`src/fbde_pkg.sv`:
```
// ----------------------------------------------------------------------------
// fbde_pkg
// Shared widths, range limits, fraction code tables and types for the
// fractional baud divisor encoder.
// ----------------------------------------------------------------------------
`default_nettype none

package fbde_pkg;

	// Field widths
	localparam int BAUD_W  = 24;
	localparam int WORD_W  = 16;
	localparam int INT_W   = 14;
	// Eighths bits consumed by the encoder: 14 integer bits + 3 fraction bits
	localparam int EIGHT_W = INT_W + 3;

	// Default reference clock
	localparam int unsigned REF_CLOCK_HZ_DEF = 32'd48000000;

	// Accepted baud range
	localparam logic [BAUD_W-1:0] BAUD_MIN = 24'd184;
	localparam logic [BAUD_W-1:0] BAUD_MAX = 24'd12000000;

	// Fraction codes in bits 15..14 of the divisor word
	localparam logic [1:0] FRAC_NONE    = 2'b00;
	localparam logic [1:0] FRAC_HALF    = 2'b01;
	localparam logic [1:0] FRAC_QUARTER = 2'b10;
	localparam logic [1:0] FRAC_EIGHTH  = 2'b11;

	// Special divisor words at the top rates
	localparam logic [WORD_W-1:0] WORD_ONE      = 16'h0001;
	localparam logic [WORD_W-1:0] WORD_ZERO     = 16'h0000;
	localparam logic [WORD_W-1:0] WORD_HALF_ONE = 16'h4001;

	// Chip generation selected by the mode register
	typedef enum logic {
		CHIP_NEWER = 1'b0,
		CHIP_OLDER = 1'b1
	} chip_mode_t;

	// Control that travels along the divider cells
	typedef struct packed {
		logic valid;
		logic oor;
	} cell_ctl_t;

	// Newer chip: fraction code per eighth
	function automatic logic [1:0] newer_frac_code(input logic [2:0] f);
		logic [1:0] c;
		case (f)
			3'd0: c = FRAC_NONE;
			3'd1: c = FRAC_EIGHTH;
			3'd2: c = FRAC_QUARTER;
			3'd3: c = FRAC_NONE;
			3'd4: c = FRAC_HALF;
			3'd5: c = FRAC_HALF;
			3'd6: c = FRAC_QUARTER;
			3'd7: c = FRAC_EIGHTH;
			default: c = FRAC_NONE;
		endcase
		return c;
	endfunction

	// Newer chip: index bit per eighth
	function automatic logic newer_frac_index(input logic [2:0] f);
		logic b;
		case (f)
			3'd3, 3'd5, 3'd6, 3'd7: b = 1'b1;
			default: b = 1'b0;
		endcase
		return b;
	endfunction

	// Older chip: fraction code per eighth (seven is rounded up beforehand)
	function automatic logic [1:0] older_frac_code(input logic [2:0] f);
		logic [1:0] c;
		case (f)
			3'd0: c = FRAC_NONE;
			3'd1: c = FRAC_EIGHTH;
			3'd2, 3'd3: c = FRAC_QUARTER;
			3'd4, 3'd5, 3'd6: c = FRAC_HALF;
			default: c = FRAC_NONE;
		endcase
		return c;
	endfunction

endpackage

`default_nettype wire

```
`src/fbde_div_cell.sv`:
```
// ----------------------------------------------------------------------------
// fbde_div_cell
// One restoring-division cell: brings in one dividend bit, resolves one
// quotient bit and hands remainder, quotient and divisor to the next cell.
// ----------------------------------------------------------------------------
`default_nettype none

module fbde_div_cell import fbde_pkg::*; #(
	parameter int QW   = 25,
	parameter bit DBIT = 1'b0
) (
	input  wire logic              clk,
	input  wire logic              arst_n,
	input  wire logic              en,
	input  wire cell_ctl_t         ctl_in,
	input  wire logic [BAUD_W-1:0] divisor_in,
	input  wire logic [BAUD_W-1:0] rem_in,
	input  wire logic [QW-1:0]     quo_in,
	output cell_ctl_t              ctl_out,
	output logic [BAUD_W-1:0]      divisor_out,
	output logic [BAUD_W-1:0]      rem_out,
	output logic [QW-1:0]          quo_out
);

	logic [BAUD_W:0]   partial;
	logic [BAUD_W+1:0] diff;
	logic              qbit;
	logic [BAUD_W-1:0] rem_next;
	cell_ctl_t         ctl_q;
	logic [BAUD_W-1:0] divisor_q;
	logic [BAUD_W-1:0] rem_q;
	logic [QW-1:0]     quo_q;

	// Trial subtract of the divisor from the shifted remainder
	assign partial  = {rem_in, DBIT};
	assign diff     = {1'b0, partial} - {2'b00, divisor_in};
	assign qbit     = ~diff[BAUD_W+1];
	assign rem_next = qbit ? diff[BAUD_W-1:0] : partial[BAUD_W-1:0];

	// Control state
	always_ff @(posedge clk or negedge arst_n) begin
		if (!arst_n) begin
			ctl_q <= '0;
		end else if (en) begin
			ctl_q <= ctl_in;
		end
	end

	// Payload
	always_ff @(posedge clk) begin
		if (en) begin
			divisor_q <= divisor_in;
			rem_q     <= rem_next;
			quo_q     <= {quo_in[QW-2:0], qbit};
		end
	end

	assign ctl_out     = ctl_q;
	assign divisor_out = divisor_q;
	assign rem_out     = rem_q;
	assign quo_out     = quo_q;

endmodule

`default_nettype wire

```
`config.mk`:
```
export PLATFORM = sky130hd
export DESIGN_NAME = fbde_div_cell
export DESIGN_NICKNAME = d
export VERILOG_FILES = /design/src/fbde_pkg.sv /design/src/fbde_div_cell.sv
export SDC_FILE = /design/constraint.sdc
export NUM_CORES = 1
export LEC_CHECK = 0
export ABC_AREA = 1
export BUFFER_PORTS_ARGS = -buffer_cell sky130_fd_sc_hd__buf_2
export CORE_MARGIN = 5
export CORE_UTILIZATION = 45
export CTS_BUF_LIST = sky130_fd_sc_hd__clkbuf_16
export CTS_CLUSTER_DIAMETER = 60
export DETAILED_ROUTE_END_ITERATION = 6
export GPL_TIMING_DRIVEN = 0
export PLACE_DENSITY = 0.78
export SLEW_MARGIN = 40
export SYNTH_ARGS = -nofsm -noshare
export SYNTH_HDL_FRONTEND = slang
export SYNTH_SLANG_ARGS = --single-unit
```
`constraint.sdc`:
```
create_clock -name clk -period 1.9 [get_ports clk]
set_clock_uncertainty 0.2 [all_clocks]
set_input_delay 0.095 -clock clk [delete_from_list [all_inputs] [get_ports clk]]
set_output_delay 0.095 -clock clk [all_outputs]
set_load 0.02 [all_outputs]
```
After elaboration in Yosys (flattened, before gate mapping)
Cells that the tools add are included.

Bits in registers: 75. Word-level logic and storage cells: 9. Output and inout bits: 75. Input port bits: 78.

Add/subtract/negate cells: 1. Multiplexer cells: 1. Bitwise gates (word level): 1.

Operators with widths (number): $sub A25 B24 Y26 (1); $mux W24 (1); $not A1 Y1 (1).

Depth between registers and ports, before layout
Depth after elaboration: 2. Mapped depth: 14. Gate-level depth less buffers: 13.

Worst setup path after synthesis
No wires, ideal clock.

Path type: in2reg. Start: input port divisor_in[2]. End: register rem_q[11] (netlist: rem_out[11]), data pin. Cell stages on the path: 10. Library setup time: 0.252 ns. Slack: 0.046 ns. Required time: 1.448 ns. Path buffers: 0. Arrival: 1.402 ns. Cells stage by stage: inv_1 ha_1 or2_2 nand3_1 nand2_1 nand2_1 nand2_1 or2_2 nand3_2 nand2_1.

Longest elaborated chain between the ends: 2.

Ends and longest elaborated chain: start, declared (RTL line fbde_div_cell.sv:16) `input wire logic [BAUD_W-1:0] divisor_in,`; $sub A25 B24 Y26 (RTL line fbde_div_cell.sv:36) `assign diff = {1'b0, partial} - {2'b00, divisor_in};`; $mux W24 (RTL line fbde_div_cell.sv:38) `assign rem_next = qbit ? diff[BAUD_W-1:0] : partial[BAUD_W-1:0];`; via rem_next[11] (RTL line fbde_div_cell.sv:28) `logic [BAUD_W-1:0] rem_next;`; end signal, assigned (RTL line fbde_div_cell.sv:53) `rem_q <= rem_next;`; end, declared (RTL line fbde_div_cell.sv:31) `logic [BAUD_W-1:0] rem_q;`.

The timed path passes the listed nets, and every way through them passes these cells. A chain may end at the register's enable or synchronous reset.

Worst setup path in the final report
Start: input port divisor_in[13]. End: register rem_q[18] (netlist: rem_out[18]), data pin.

Same word-level chain as after synthesis.

==> metrics.csv <==
metric;value;unit
cell area after layout;6950;µm²
pwr dens;793;nW/µm²
gr usage total;0.221;
Port-buffer cells;151;
hold path startpoint;en;
max_slew headroom;0.750;
min Tclk post-route;1.79;ns
R2R setup slack;0.91;ns
nature of the critical path startpoint;input pin;
Psw;0.00161;W
Total Neg Setup Slack;0;ns
DP Cell Count;825;
measured slew at the worst slew-check pin;0.375;ns
Max-Cap Viols;0;
Post-synth top cells;185 x nand2_1, 104 x inv_1, 73 x edfxtp_1;
prevailing post-synth register cell;edfxtp_1;
setup violators final;0;
GPL Wtd Cong;0.816;
critical path required time;1.79;ns
CTS tree;built;
reg2reg start;ctl_out[0];
FF-to-FF End;ctl_out[0];
final wirelength;13.8;mm
sequential share of power;0.374;
syn_nets;639;
drt first pass iters;5;
Vias/cell;4.67;
most frequently used cell type in the post-synthesis netlist;nand2_1;
P&R area growth vs syn;48.7;%
Lkg Pwr;3.50;nW
Core Area;10200;µm²
FMAX;0.558;GHz
Clock Sinks;75;
Row Count;37;
clk buf depth;2;
Switching Share;0.292;
Finished Layout Cells;923;
antenna viol nets, final;0;
fin crit share;0.943;
total power;0.00551;W
global route overflow;0;
crit path capture type;flop;
DIE AREA;12500;µm²
Hold Crit Depth;1;
WHS Endpoint;quo_out[4];
Chip Width;112;µm
internal power;0.00390;W
Mapped Area;4670;µm²
Starting Density;0.456;
yosys warns;0;
H-tree lvl count;3;
Post-synth EDFFs;73;
Worst-Skew Late Latency;0.34;ns
DR vias;4314;
io pins;153;
1st-iter DRT viols;233;
worst-path fanout max;10;
Peak VDD IR;0.000446;V
logic gate share of total power;0.267;
Seq/Total Area, Yosys;0.480;
vias in the first global route;4451;
synthesized area per cell;8.70;µm²
Distinct cells, synth;33;
fin nets;884;
die span in y;112;µm
crit path DAT;1.69;ns
Clk pwr share;0.359;
dpl hpwl;9.69;mm
Reg clk slew, reported paths;0.06;ns
# DRC;0;
synthesized instance count;537;
Yosys top cell by area;edfxtp_1;
Final Hold Fails;0;
synth top area cells;edfxtp_1 47%, nand2_1 15%, inv_1 8.4%;
class of the worst hold path;in2reg;
CTS buffer count;9;
first-pass GRT wire length;22.0;mm
Finished Core Util;0.679;
initial antenna violation count;0;
antenna cells;0;
Post-Place Cell Area;5620;µm²
Synth top area share;0.469;
status;finished clean;
largest net degree at the start of global routing;50;
wire per inst;14.9;µm
reg2reg path depth;1;
register bit total from synthesis;75;
CP Class;in2reg;
share of layout cells above drive strength 1;0.324;
Synth async-reset ratio;0.0267;
Final Max Slew Viols;0;
CTS Root Cell;clkbuf_16;
fillcell total;785;
[sequential cells by signal (all words and copies together), names as in the netlist]
signal,count
rem_out,24
divisor_out,24
ctl_out,2
quo_out,25
[what timing repair did]
action	4_1_cts	5_1_grt
pin swaps	2	3
hold endpoints to repair	76	2
resized for setup	3	27
gates cloned	0	1
hold buffers	75	2
setup buffers	4	1
setup endpoints to repair	22	25
[layout by cell type, fill, tap and decap left out, drive strengths merged]
| cell | n |
|---|---|
| nand2 | 195 |
| buf | 162 |
| inv | 109 |
| dlygate4sd3 | 76 |
| edfxtp | 73 |
| nand3 | 54 |
| nor2 | 31 |
| ha | 23 |
| a21oi | 13 |
| clkbuf | 12 |
| xor2 | 10 |
| nand4 | 6 |
| nand3b | 3 |
| bufinv | 3 |
| clkinv | 3 |
| o21ai | 2 |
| or2 | 2 |
| mux2 | 2 |
| dfrtp | 2 |
| nor3 | 2 |
| and2 | 2 |
| xnor2 | 1 |
| fa | 1 |
[critical path, cell delays in order]
cell and delay (ns):
buf_2 0.09, inv_1 0.04, ha_1 0.34, nand2_1 0.14
nor2_2 0.18, nand2_2 0.09, nand2_4 0.08, nand2_4 0.05
and2_4 0.15, buf_6 0.14, buf_8 0.15, nand3_2 0.06
nand2_1 0.06
[final cells by class]
cell class	instances	area, µm²	area share
Inverter	108	405	0.0584
Buffer	7	92.6	0.0133
Clock buffer	9	225	0.0324
Multi-Input combinational cell	347	2090	0.301
Sequential cell	75	2240	0.323
Timing Repair Buffer	234	1600	0.231
Clock inverter	7	116	0.0168
Tap cell	136	170	0.0245
[how the worst max path moves through the flow]
stage,cells past startpoint,slack (ns),from,to
5_1_grt,10,-0.009,divisor_in[22],rem_out[12]
2_1_floorplan,10,0.05,divisor_in[2],rem_out[11]
3_3_place_gp,14,-0.43,divisor_in[7],rem_out[20]
3_5_place_dp,14,-0.43,divisor_in[7],rem_out[20]
6_report,13,0.11,divisor_in[13],rem_out[18]
4_1_cts,10,0.003,divisor_in[0],rem_out[20]
[logic make-up after synthesis]
| group | after synthesis | synth area share |
|---|---|---|
| AND/OR/NAND/NOR | 295 | 0.305 |
| flip-flops | 75 | 0.480 |
| XOR/XNOR | 11 | 0.0206 |
| adder cells (fa/ha/maj) | 24 | 0.0659 |
| multiplexers | 2 | 0.00482 |
| buffers and inverters | 115 | 0.104 |
| AO/OA/AOI/OAI | 15 | 0.0193 |
[power groups by stage]
| stage | combinational [W] | clock (W) | sequential [W] |
|---|---|---|---|
| final | 0.00147 | 0.00198 | 0.00206 |
| after global routing | 0.00161 | 0.00210 | 0.00208 |
| after CTS | 0.00140 | 0.00199 | 0.00206 |
| after detailed placement | 0.00126 | 0 | 0.00209 |
| after global placement | 0.00124 | 0 | 0.00209 |
| after floorplan | 0.000593 | 0 | 0.00232 |
[through the flow]
stage	hold WS (ns)	worst slack, ns
after floorplan	-0.401	0.0456
after global placement	-0.322	-0.428
after detailed placement	-0.319	-0.432
after CTS	0.00664	0.00322
after global routing	0.00831	-0.00944
final	0.00288	0.107
[layer usage]
layer	GRT usage	vias up	wire, µm
met2	0.390	147	6850
met1	0.266	1963	5880
met5	0	-	0
met4	0.0560	0	146
li1	-	2191	-
met3	0.0582	13	886
Power figures use the tool's default switching activity.
